**src/rtl/decaying_max_background_estimate_assert.svh**
```systemverilog
// assertion macros for the background estimate rtl
// no dependencies; included by the files that carry assertions
`ifndef DECAYING_MAX_BACKGROUND_ESTIMATE_ASSERT_SVH
`define DECAYING_MAX_BACKGROUND_ESTIMATE_ASSERT_SVH

// same-cycle implication
`define DMBE_ASSERT_IMPL(label, clk, rst, ante, cons) \
   label: assert property (@(posedge clk) disable iff (rst) (ante) |-> (cons)) \
      else $error("same-cycle implication failed");

// next-cycle implication
`define DMBE_ASSERT_NEXT(label, clk, rst, ante, cons) \
   label: assert property (@(posedge clk) disable iff (rst) (ante) |=> (cons)) \
      else $error("next-cycle implication failed");

`endif

```
**src/rtl/dmbe_pkg.sv**
```systemverilog
// types, codes and arithmetic helpers for the background estimate block
// used by dmbe_controller, dmbe_datapath and the top level
`default_nettype none

package dmbe_pkg;

   localparam int PIXEL_W = 12;
   localparam int VALUE_W = 20;
   localparam int DECAY_W = 16;
   localparam int DIM_W   = 10;
   localparam int CSR_W   = 16;
   localparam int CSR_IDX_W = 2;

   localparam logic OP_LOAD = 1'b0;
   localparam logic OP_READ = 1'b1;

   localparam logic [CSR_IDX_W-1:0] CSR_IMAGE_WIDTH  = 2'd0;
   localparam logic [CSR_IDX_W-1:0] CSR_IMAGE_HEIGHT = 2'd1;
   localparam logic [CSR_IDX_W-1:0] CSR_DECAY_FACTOR = 2'd2;

   localparam logic [DIM_W-1:0]   RESET_WIDTH  = 10'd512;
   localparam logic [DIM_W-1:0]   RESET_HEIGHT = 10'd512;
   localparam logic [DECAY_W-1:0] RESET_DECAY  = 16'd64669;

   typedef enum logic [1:0] {
      ST_IDLE,
      ST_READ_MEM,
      ST_MULTIPLY,
      ST_WRITE
   } state_type;

   typedef enum logic [1:0] {
      PASS_LEFT,
      PASS_RIGHT,
      PASS_UP
   } pass_type;

   typedef struct packed {
      logic     load;
      logic     read;
      logic     rd;
      logic     mul;
      logic     wr;
      logic     begin_right;
      logic     begin_up;
      logic     next_up;
      logic     set_complete;
      pass_type pass;
   } cmd_type;

   typedef struct packed {
      logic row_done;
      logic x_end;
      logic last_row;
      logic single_row;
      logic up_row_zero;
   } status_type;

   // (v * decay) >> 16, truncated
   function automatic logic [VALUE_W-1:0] decayed(input logic [VALUE_W-1:0] v,
                                                 input logic [DECAY_W-1:0] d);
      logic [VALUE_W+DECAY_W-1:0] p;
      begin
         p = {{DECAY_W{1'b0}}, v} * {{VALUE_W{1'b0}}, d};
         decayed = p[VALUE_W+DECAY_W-1:DECAY_W];
      end
   endfunction

   // 12.8 to integer, half up, saturated
   function automatic logic [PIXEL_W-1:0] round_level(input logic [VALUE_W-1:0] v);
      logic [VALUE_W:0] s;
      begin
         s = {1'b0, v} + (VALUE_W+1)'(128);
         round_level = s[VALUE_W] ? {PIXEL_W{1'b1}} : s[VALUE_W-1:8];
      end
   endfunction

endpackage

`default_nettype wire

```
**src/rtl/dmbe_controller.sv**
```systemverilog
// sequencer for row passes, upward pass and command acceptance
// depends on dmbe_pkg and the assertion macro header
`default_nettype none
`include "decaying_max_background_estimate_assert.svh"

module dmbe_controller (
   input  wire logic                 clock,
   input  wire logic                 reset,
   input  wire logic                 start,
   input  wire logic                 req_opcode,
   input  wire dmbe_pkg::status_type status,
   output dmbe_pkg::cmd_type         cmd,
   output logic                      busy
);

   dmbe_pkg::state_type state_ff, state_in;
   dmbe_pkg::pass_type  pass_ff, pass_in;

   always_ff @(posedge clock) begin
      if (reset) begin
         state_ff <= dmbe_pkg::ST_IDLE;
         pass_ff  <= dmbe_pkg::PASS_LEFT;
      end else begin
         state_ff <= state_in;
         pass_ff  <= pass_in;
      end
   end

   always_comb begin
      state_in = state_ff;
      pass_in  = pass_ff;
      cmd      = '0;
      cmd.pass = pass_ff;
      busy     = (state_ff != dmbe_pkg::ST_IDLE);
      unique case (state_ff)
         dmbe_pkg::ST_IDLE: begin
            if (start) begin
               if (req_opcode == dmbe_pkg::OP_LOAD) begin
                  cmd.load = 1'b1;
                  if (status.row_done) begin
                     pass_in  = dmbe_pkg::PASS_LEFT;
                     state_in = dmbe_pkg::ST_READ_MEM;
                  end
               end else begin
                  cmd.read = 1'b1;
               end
            end
         end
         dmbe_pkg::ST_READ_MEM: begin
            cmd.rd   = 1'b1;
            state_in = dmbe_pkg::ST_MULTIPLY;
         end
         dmbe_pkg::ST_MULTIPLY: begin
            cmd.mul  = 1'b1;
            state_in = dmbe_pkg::ST_WRITE;
         end
         dmbe_pkg::ST_WRITE: begin
            cmd.wr   = 1'b1;
            state_in = dmbe_pkg::ST_READ_MEM;
            if (status.x_end) begin
               unique case (pass_ff)
                  dmbe_pkg::PASS_LEFT: begin
                     cmd.begin_right = 1'b1;
                     pass_in         = dmbe_pkg::PASS_RIGHT;
                  end
                  dmbe_pkg::PASS_RIGHT: begin
                     priority if (!status.last_row) begin
                        state_in = dmbe_pkg::ST_IDLE;
                     end else if (status.single_row) begin
                        cmd.set_complete = 1'b1;
                        state_in         = dmbe_pkg::ST_IDLE;
                     end else begin
                        cmd.begin_up = 1'b1;
                        pass_in      = dmbe_pkg::PASS_UP;
                     end
                  end
                  dmbe_pkg::PASS_UP: begin
                     if (status.up_row_zero) begin
                        cmd.set_complete = 1'b1;
                        state_in         = dmbe_pkg::ST_IDLE;
                     end else begin
                        cmd.next_up = 1'b1;
                     end
                  end
                  default: state_in = dmbe_pkg::ST_IDLE;
               endcase
            end
         end
         default: state_in = dmbe_pkg::ST_IDLE;
      endcase
   end

   `DMBE_ASSERT_NEXT(a_mul_after_rd, clock, reset, cmd.rd, cmd.mul)
   `DMBE_ASSERT_NEXT(a_wr_after_mul, clock, reset, cmd.mul, cmd.wr)
   `DMBE_ASSERT_NEXT(a_idle_after_complete, clock, reset, cmd.set_complete, !busy)
   `DMBE_ASSERT_IMPL(a_up_only_on_last_row, clock, reset, cmd.begin_up, status.last_row)

endmodule

`default_nettype wire

```
**config.mk**
```make
export PLATFORM = sky130hd
export DESIGN_NAME = dmbe_controller
export DESIGN_NICKNAME = d
export VERILOG_FILES = /design/src/rtl/dmbe_pkg.sv /design/src/rtl/dmbe_controller.sv
export VERILOG_INCLUDE_DIRS = /design/src /design/src/rtl
export SDC_FILE = /design/constraint.sdc
export NUM_CORES = 1
export LEC_CHECK = 0
export BUFFER_PORTS_ARGS = -buffer_cell sky130_fd_sc_hd__buf_2
export CAP_MARGIN = 10
export CORE_ASPECT_RATIO = 1.1
export CORE_MARGIN = 2
export CORE_UTILIZATION = 30
export DETAILED_ROUTE_END_ITERATION = 16
export PLACE_DENSITY = 0.66
export SYNTH_ARGS = -nofsm -noshare
export SYNTH_HDL_FRONTEND = slang
export SYNTH_SLANG_ARGS = --single-unit
```
**constraint.sdc**
```tcl
create_clock -name clock -period 3.29 [get_ports clock]
set_clock_uncertainty 0.15 [all_clocks]
set_input_delay 0.658 -clock clock [delete_from_list [all_inputs] [get_ports clock]]
set_output_delay 0.658 -clock clock [all_outputs]
set_load 0.03 [all_outputs]
```
After elaboration in Yosys (flattened, before gate mapping)
Index checks and enable logic that the tools add are counted.

Register bits: 4.

Eq/ne operators: 12. Muxes and demuxes: 35. Reductions and logical operators: 6.

Operators by type and width (number): $mux W2 (11); $mux W1 (17); $ne A2 B2 Y1 const B (4); $pmux W2 S2 (2); $pmux W2 S4 (1); $reduce_and A8 Y1 (1); $eq A2 B2 Y1 const B (3); $ne A3 B3 Y1 const B (2); $mux W5 (1); $eq A2 B1 Y1 const B (2); $logic_not A2 Y1 (2); $mux W4 (1); $reduce_bool A2 Y1 (2); $ne A3 B1 Y1 const B (1); $pmux W1 S3 (1); $reduce_and A3 Y1 (1); $pmux W1 S2 (1).

Logic depth before layout (Yosys ltp)
Gate-level depths: netlist of run 1.

Word-level depth: 5. Mapped depth: 6.

Least setup slack after synthesis of run 1
No wires, ideal clock.

Path type: register to output. Start point: reg state_ff[1]. End point: out cmd[2] in the netlist's numbering. Buffers on the path: 0. Path slack: 763 ps. Stages on the path, launching flop included: 4. Data arrival time: 1719 ps. Cells stage by stage: dfxtp_1 > ha_1 > nand2_1 > nor3b_1.

RTL lines: start: declaration (RTL line dmbe_controller.sv:16) `dmbe_pkg::state_type state_ff, state_in;`; start signal: assignment (RTL line dmbe_controller.sv:21) `state_ff <= dmbe_pkg::ST_IDLE;`; start signal: assignment (RTL line dmbe_controller.sv:24) `state_ff <= state_in;`; end: declaration (RTL line dmbe_controller.sv:12) `output dmbe_pkg::cmd_type cmd,`.

==> results of run 1 <==
synth_stat cells, drive strengths merged, types with 2 or more instances:
library cell,instances
inv,5
dfxtp,4
nand3b,2
a21oi,5
nand2,7
nand2b,2
nand4b,2
and3,2
o22a,2
ha,9
nor2,3
stage by stage:
step                utilization  worst slack, ps
floorplan                     -              763
global placement          0.410             1200
detailed placement        0.410             1200
CTS                       0.427              952
global route              0.427              851
finish                    0.427              955
power groups by stage:
stage | sequential [W] | combinational, W | clock, W
after floorplan | 0.0000665 | 0.000153 | 0
after global placement | 0.0000695 | 0.000187 | 0
after detailed placement | 0.0000691 | 0.000191 | 0
after CTS | 0.0000683 | 0.000193 | 0.0000643
after global routing | 0.0000702 | 0.000209 | 0.0000680
final | 0.0000681 | 0.000190 | 0.0000610
state kept, by name, indices dropped and copies added (netlist names):
register,flops
state_ff,2
pass_ff,2
area by class of cell:
class / instances / area [um2] / share of cell area
well taps: 16 / 20.0 / 0.0339
flip-flops and latches: 4 / 80.1 / 0.136
inverters: 5 / 18.8 / 0.0318
repair buffers: 20 / 100 / 0.169
multi-input cells: 42 / 349 / 0.591
clock buffers: 3 / 22.5 / 0.0381
worst paths after layout:
kind                     from          end  cells past startpoint  slack, ps
hold reg to reg   state_ff[1]  state_ff[1]                      2        390
setup reg to reg   pass_ff[1]   pass_ff[1]                      6       1690
hold / removal    state_ff[1]  state_ff[1]                      2        390
setup / recovery  state_ff[1]       cmd[2]                      4        950
cells by family after synthesis:
| group | after synthesis | share of synthesized area |
|---|---|---|
| simple gates | 22 | 0.316 |
| compound gates | 10 | 0.179 |
| fa+ha+maj | 9 | 0.251 |
| buf+inv | 5 | 0.0419 |
| flops | 4 | 0.179 |
| mux | 1 | 0.0335 |
layer usage:
metal | vias up | track usage | part of all wire
met5 | - | 0 | 0
met4 | 0 | 0.0600 | 0
met3 | 0 | 0.0151 | 0.099
met2 | 20 | 0.188 | 0.48
met1 | 191 | 0.154 | 0.42
li1 | 226 | - | -
worst register-to-register path: stages, from the launching register on:
cell,delay [ps]
dfxtp_1,380
inv_1,100
ha_1,240
nand2b_2,200
a21boi_2,210
o22a_1,170
a21oi_1,50
==> run_results.csv, run 1 <==
group,metric,value,unit
finish,final_common_cell,"buf_2",
cts,postCtsHoldBufs,0,
drt,final_antenna_net_count,0,
pwr,power.switching,0.000149,W
critical_path,cp-start-kind,"register",
critical_path,end_kind,"output port",
yosys,yosys_warnings,0,
min_path,hold_class,"register to register",
grt,grt_use_total,0.119,
drt,drt_iter0_drc,3,
pwr,pwr-share-clk,0.191,
pwr,vdd_drop_max,0.322,mV
die,coreArea,1380,um2
yosys,ys_ff_latch,4,
pwr,seqPwrFrac,0.213,
die,die_x,40.8,um
cts,cts_buffer_depth,2,
cts,cts_tree,"done",
die,initial_core_util,0.324,
cts,htreeDepth,1,
critical_path,arrival,1530,ps
finish,drive_gt1_frac,0.419,
pwr,power.total,0.000319,W
yosys,synth_nets,69,
critical_path,path_cells,"ha_1, nand2_1, nor3b_1, buf_2",
grt,overflow,0,
placement,port_buffers,20,
yosys,synth_top_area_share,0.251,
sta,timing.fmax,428,MHz
yosys,synth_edf_count,0,
grt,grt_pass1_wl,1510,um
run,cap_violations,0,
sta,finalMaxSlewViolations,0,
sta,setup_viol,0,
die,die_y,44.5,um
drt,vias,437,
cts,clk_pin_slew,40,ps
placement,placement.cell_area,568,um2
yosys,yosysSeqAreaShare,0.179,
yosys,synth_cell_types,24,
critical_path,cp_slowest_cell,"dfxtp_1",
pwr,p_comb_frac,0.596,
grt,antenna_found_initial,0,
yosys,yosys.area.top_type,"ha_1",
critical_path,max_stage_delay,400,ps
pwr,power.internal,0.000170,W
sta,rsz0062_at_grt,"no",
placement,gp_congestion,0.632,
grt,grt_pass1_vias,377,
finish,antenna_cells,0,
finish,fill_cells,140,
yosys,ys.flop_type,"dfxtp_1",
drt,routed_wl,949,um
sta,worstMarginPinSlew,273,ps
critical_path,cp_top_family,"flip-flops",
pwr,power.density,541,nW/um2
critical_path,crit_buf_inv,1,
sta,fin_setup_tns,0,ps
drt,vias_per_cell,4.86,
cts,cts_setup_buffers,0,
finish,fin_cells,90,
finish,stdcell_area,591,um2
finish,fin_nets,94,
die,std_cell_rows,14,
sta,fin_crit_sh,0.710,
die,boundaryPins,21,
run_status,outcome,"complete, no violations",
placement,place_inst,87,
pwr,p_leak,0.306,nW
sta,hold_viol,0,
yosys,synthesis.area,448,um2
finish,area_growth,31.8,%
cts,cts_buffers,3,
cts,clock-root-buffer,"clkbuf_4",
placement,dp_hpwl,788,um
die,die_area,1820,um2
yosys,synthTopCellsByArea,"ha_1, dfxtp_1, nand2_1, a21oi_1, nand3b_4",
drt,drt-wirelength-per-cell,10.5,um
finish,final_cell_mix,"buf_2, ha_1, nand2_1",
cts,clk_latency,230,ps
critical_path,crit_fanout,8,
sta,period_minus_slack,2340,ps
critical_path,worstPathRequired,2480,ps
yosys,syn_inst,51,
cts,cts_resized,0,
grt,grt_max_degree,9,
drt,drtPass1Iterations,3,
yosys,synthArstFlopShare,0,
critical_path,crit_type,"register to output port",
yosys,syn_area_per_cell,8.78,um2
drt,drcViolationCount,0,
sta,worst_hold_slack,389,ps
sta,relSlewSlack,0.818,
pwr,p_sw_frac,0.467,
cts,cts.sinks,4,
Power figures use the tool's default switching activity.
==> run 2, diff against run 1 <==
==> constraint.sdc (replaced) <==
create_clock -name clock -period 2.4 [get_ports clock]
set_clock_uncertainty 0.15 [all_clocks]
set_input_delay 0.48 -clock clock [delete_from_list [all_inputs] [get_ports clock]]
set_output_delay 0.48 -clock clock [all_outputs]
set_load 0.03 [all_outputs]
==> run 2 against run 1 <==
  * Final cell count unchanged
  * Core utilization unchanged
  * Critical path depth unchanged
  * Global-route usage up 0.37 points
  * Sequential share of layout area unchanged
  * Via count up 4.6%
  * Sequential cell count unchanged
  * Combinational power up 37%
  * Clock-buffer cell count unchanged
  * Critical endpoint unchanged
  * Die area unchanged
  * Cell area unchanged
  * Largest cell class unchanged
==> run_results.csv, run 2 (synthesized netlist as in run 1, its figures left out) <==
group,metric,value,unit
grt,grt_max_degree,9,
cts,clk_pin_slew,40,ps
min_path,min_to,"pass_ff[1]",
placement,place_inst,87,
grt,grt_pass1_vias,377,
drt,drt-wirelength-per-cell,10.3,um
die,initial_core_util,0.324,
run_status,outcome,"complete, no violations",
cts,postCtsHoldBufs,0,
finish,fin_nets,94,
finish,drive_gt1_frac,0.419,
critical_path,r2r_slack,780,ps
min_path,worstHoldStart,"reset",
cts,clock-root-buffer,"clkbuf_4",
die,boundaryPins,21,
run,cap_violations,0,
cts,cts.sinks,4,
grt,overflow,0,
pwr,vdd_drop_max,0.578,mV
cts,htreeDepth,1,
sta,relSlewSlack,0.815,
grt,antenna_found_initial,0,
finish,antenna_cells,0,
drt,vias,457,
grt,grt_pass1_wl,1490,um
drt,final_antenna_net_count,0,
drt,drt_iter0_drc,6,
sta,setup_viol,0,
critical_path,cp-start-kind,"register",
sta,rsz0062_at_grt,"no",
sta,fin_crit_sh,0.892,
cts,cts_buffers,3,
critical_path,arrival,1510,ps
cts,cts_resized,0,
die,die_y,44.5,um
drt,drcViolationCount,0,
placement,port_buffers,20,
finish,final_common_cell,"buf_2",
cts,cts_setup_buffers,0,
critical_path,worstPathRequired,1770,ps
sta,hold_viol,0,
min_path,hold_depth,2,
pwr,p_leak,0.306,nW
critical_path,crit_fanout,8,
finish,fin_cells,90,
grt,grt_use_total,0.123,
sta,timing.fmax,467,MHz
cts,cts_buffer_depth,2,
cts,cts_tree,"done",
min_path,hold_class,"input pin to register",
pwr,power.density,740,nW/um2
sta,fin_setup_tns,0,ps
critical_path,end_kind,"output port",
drt,drtPass1Iterations,4,
die,die_area,1820,um2
sta,worstMarginPinSlew,278,ps
critical_path,reg2reg_depth,6,
placement,dp_hpwl,764,um
die,std_cell_rows,14,
die,die_x,40.8,um
finish,area_growth,31.8,%
sta,finalMaxSlewViolations,0,
die,coreArea,1380,um2
finish,reg.largest.list,"pass_ff (2), state_ff (2)",
placement,gp_congestion,0.686,
sta,worst_hold_slack,320,ps
critical_path,crit_type,"register to output port",
drt,routed_wl,931,um
finish,final_cell_mix,"buf_2, ha_1, nand2_1",
critical_path,r2r_end,"pass_ff[0]",
drt,vias_per_cell,5.08,
sta,period_minus_slack,2140,ps
critical_path,r2r_start,"pass_ff[1]",
cts,clk_latency,230,ps
[run 2: cell counts in the layout (fill, tap and decap cells not counted)]
No cell type changed its count.
[run 2: how the worst max path moves through the flow]
stage,startpoint,to,slack [ps],depth (start not counted)
final,state_ff[1],cmd[2],260,4
after CTS,state_ff[1],cmd[2],270,4
after global placement,state_ff[1],cmd[2],530,4
after global routing,state_ff[1],cmd[2],150,4
after detailed placement,state_ff[0],cmd[2],540,4
after floorplan,state_ff[1],cmd[2],50,3
[run 2: through the flow]
| step | util | area (um2) | power [W] | setup slack [ps] |
|---|---|---|---|---|
| global placement | 0.410 | 568 | 0.000350 | 533 |
| CTS | 0.427 | 591 | 0.000446 | 273 |
| floorplan | - | 448 | 0.000300 | 50.6 |
| finish | 0.427 | 591 | 0.000437 | 260 |
| detailed placement | 0.410 | 568 | 0.000354 | 535 |
| global route | 0.427 | 591 | 0.000478 | 153 |
[run 2: layer usage]
| metal | routed length, um | GRT usage | vias up |
|---|---|---|---|
| met1 | 409 | 0.147 | 205 |
| met5 | 0 | 0 | - |
| li1 | - | - | 226 |
| met4 | 0 | 0.0600 | 0 |
| met2 | 410 | 0.178 | 26 |
| met3 | 111 | 0.0603 | 0 |
[run 2: cell type report]
type / count / area [um2]
inverters: 5 / 18.8
well taps: 16 / 20.0
flip-flops and latches: 4 / 80.1
clock buffers: 3 / 22.5
fillers: 139 / 793
multi-input cells: 42 / 349
repair buffers: 20 / 100
[run 2: critical path, stage by stage (launching register included)]
cell     delay, ps
dfxtp_1        380
ha_1           340
nand2_1        130
nor3b_1        190
buf_2          220
[run 2: power breakdown]
group | switching, W | internal, W | leakage [nW]
combinational | 0.000163 | 0.0000986 | 0.259
clock | 0.0000270 | 0.0000559 | 0.0138
sequential | 0.0000140 | 0.0000791 | 0.0325
==> run 3, diff against run 2 <==
--- a/config.mk
+++ b/config.mk
@@ -6,13 +6,14 @@
 export SDC_FILE = /design/constraint.sdc
 export NUM_CORES = 1
 export LEC_CHECK = 0
+export ABC_AREA = 1
 export BUFFER_PORTS_ARGS = -buffer_cell sky130_fd_sc_hd__buf_2
 export CAP_MARGIN = 10
 export CORE_ASPECT_RATIO = 1.1
 export CORE_MARGIN = 2
 export CORE_UTILIZATION = 30
 export DETAILED_ROUTE_END_ITERATION = 16
-export PLACE_DENSITY = 0.66
+export PLACE_DENSITY = 0.65
 export SYNTH_ARGS = -nofsm -noshare
 export SYNTH_HDL_FRONTEND = slang
 export SYNTH_SLANG_ARGS = --single-unit
==> run 3 against run 2 <==
  * Sequential share of layout area is 0.28 points lower
  * Global-route usage is 2.2 points lower
  * Fmax is 4.0% higher
  * Register-to-register slack better by 80 ps
==> run_results.csv, run 3 <==
group,metric,value,unit
placement,pre_cts_ws,566,ps
drt,vias,497,
yosys,synth_edf_count,0,
sta,worstMarginPinSlew,293,ps
critical_path,crit_fanout,9,
sta,worst_hold_slack,276,ps
die,die_area,1900,um2
drt,vias_per_cell,4.32,
cts,cts_setup_buffers,0,
grt,grt_use_total,0.101,
pwr,p_leak,0.370,nW
finish,reg.largest.list,"pass_ff (2), state_ff (2)",
cts,cts.sinks,4,
die,boundaryPins,21,
finish,final_common_cell,"buf_2",
finish,drive_gt1_frac,0.265,
die,coreArea,1520,um2
finish,fill_cells,183,
pwr,p_sw_frac,0.567,
placement,dp_hpwl,825,um
yosys,yosysSeqAreaShare,0.170,
critical_path,worstPathRequired,1770,ps
critical_path,arrival,1430,ps
pwr,power.internal,0.000347,W
cts,htreeDepth,1,
sta,setup_viol,0,
placement,gp_congestion,0.839,
yosys,synthTopCellsByArea,"ha_1, dfxtp_1, nand2_1, inv_1, nor2_1",
pwr,vdd_drop_max,0.464,mV
sta,fin_setup_tns,0,ps
die,std_cell_rows,15,
sta,hold_viol,0,
yosys,synth_nets,94,
cts,postCtsHoldBufs,0,
pwr,p_comb_frac,0.718,
yosys,synth_cell_types,17,
pwr,seqPwrFrac,0.178,
die,die_y,45.5,um
yosys,yosys_warnings,0,
cts,cts_resized,0,
drt,final_antenna_net_count,0,
drt,drcViolationCount,0,
sta,fin_ws,342,ps
finish,fin_nets,118,
grt,antenna_found_initial,0,
critical_path,crit_type,"register to output port",
sta,relSlewSlack,0.805,
sta,finalMaxSlewViolations,0,
yosys,post-synth-top-count-cell,"nand2_1",
cts,clk_pin_slew,40,ps
yosys,yosys.area.top_type,"ha_1",
yosys,syn_inst,76,
finish,final_cell_mix,"buf_2, nand2_1, inv_1",
drt,drt_iter0_drc,3,
yosys,yosys-top-cells-count,"nand2_1, inv_1, nor2_1, ha_1, nand3_1",
pwr,pwr-share-clk,0.104,
cts,clock-root-buffer,"clkbuf_4",
sta,timing.fmax,486,MHz
yosys,ys_ff_latch,4,
die,die_x,41.8,um
pwr,power.density,1330,nW/um2
drt,drtPass1Iterations,4,
run_status,outcome,"complete, no violations",
cts,cts_buffer_depth,2,
pwr,power.switching,0.000454,W
yosys,synth_top_area_share,0.239,
finish,area_growth,28.2,%
run,cap_violations,0,
drt,drt-wirelength-per-cell,8.50,um
placement,port_buffers,20,
yosys,synthesis.area,470,um2
critical_path,reg2reg_depth,8,
min_path,hold_class,"input pin to register",
sta,fin_crit_sh,0.858,
yosys,ys.flop_type,"dfxtp_1",
grt,grt_pass1_vias,395,
drt,routed_wl,978,um
grt,grt_pass1_wl,1470,um
finish,antenna_cells,0,
yosys,syn_area_per_cell,6.19,um2
cts,clk_latency,230,ps
cts,cts_tree,"done",
sta,rsz0062_at_grt,"no",
die,initial_core_util,0.309,
cts,cts_buffers,3,
grt,overflow,0,
sta,period_minus_slack,2060,ps
yosys,synthArstFlopShare,0,
critical_path,end_kind,"output port",
min_path,hold_depth,2,
grt,grt_max_degree,10,
critical_path,cp-start-kind,"register",
-- run 3: changes by cell type after synthesis, sizes merged, moves of 2 or more --
cell,before,now
o21ai,0,3
o22a,2,0
nand2b,2,0
nor2,3,12
nand4b,2,0
and3,2,0
nor3,0,2
nand3,1,7
clkinv,0,2
inv,5,14
nand2,7,16
-- run 3: power groups by stage --
stage	sequential (W)	clock [W]	combinational, W
finish	0.000143	0.0000832	0.000576
global route	0.000149	0.0000883	0.000638
CTS	0.000143	0.0000875	0.000583
detailed placement	0.000145	0	0.000579
global placement	0.000141	0	0.000581
floorplan	0.000172	0	0.000433
-- run 3: layer usage --
| layer | track usage | vias to the layer above | wire length (um) |
|---|---|---|---|
| li1 | - | 280 | - |
| met1 | 0.116 | 202 | 449 |
| met2 | 0.175 | 13 | 469 |
| met3 | 0.0238 | 2 | 55 |
| met4 | 0.0581 | 0 | 4 |
| met5 | 0 | - | 0 |
-- run 3: per-stage QoR --
step / std cells / cell area [um2] / util / power (W)
2_1_floorplan: 76 / 470 / - / 0.000605
3_3_place_gp: 112 / 581 / 0.382 / 0.000722
3_5_place_dp: 112 / 581 / 0.382 / 0.000724
4_1_cts: 115 / 603 / 0.397 / 0.000814
5_1_grt: 115 / 603 / 0.397 / 0.000875
6_report: 115 / 603 / 0.397 / 0.000802
-- run 3: kinds of logic after synthesis --
family	count (synthesis)	synth area share
flops	4	0.170
fa+ha+maj	9	0.239
buf+inv	17	0.154
compound gates	8	0.0904
simple gates	38	0.346
-- run 3: worst paths after layout --
path,start,to,slack [ps]
min reg2reg,state_ff[0],state_ff[0],360
min,reset,state_ff[0],280
max,state_ff[0],cmd[3],340
max reg2reg,state_ff[0],pass_ff[0],860
-- run 3: critical path: stages (launching register included) --
cell	delay, ps
dfxtp_1	390
ha_1	350
nand2_1	140
nor2_1	110
buf_2	200
-- run 3: cell type report --
| cell class | count | area, um2 | area share |
|---|---|---|---|
| well taps | 17 | 21.3 | 0.0353 |
| flip-flops and latches | 4 | 80.1 | 0.133 |
| multi-input cells | 55 | 318 | 0.527 |
| inverters | 16 | 61.3 | 0.102 |
| repair buffers | 20 | 100 | 0.166 |
| clock buffers | 3 | 22.5 | 0.0373 |
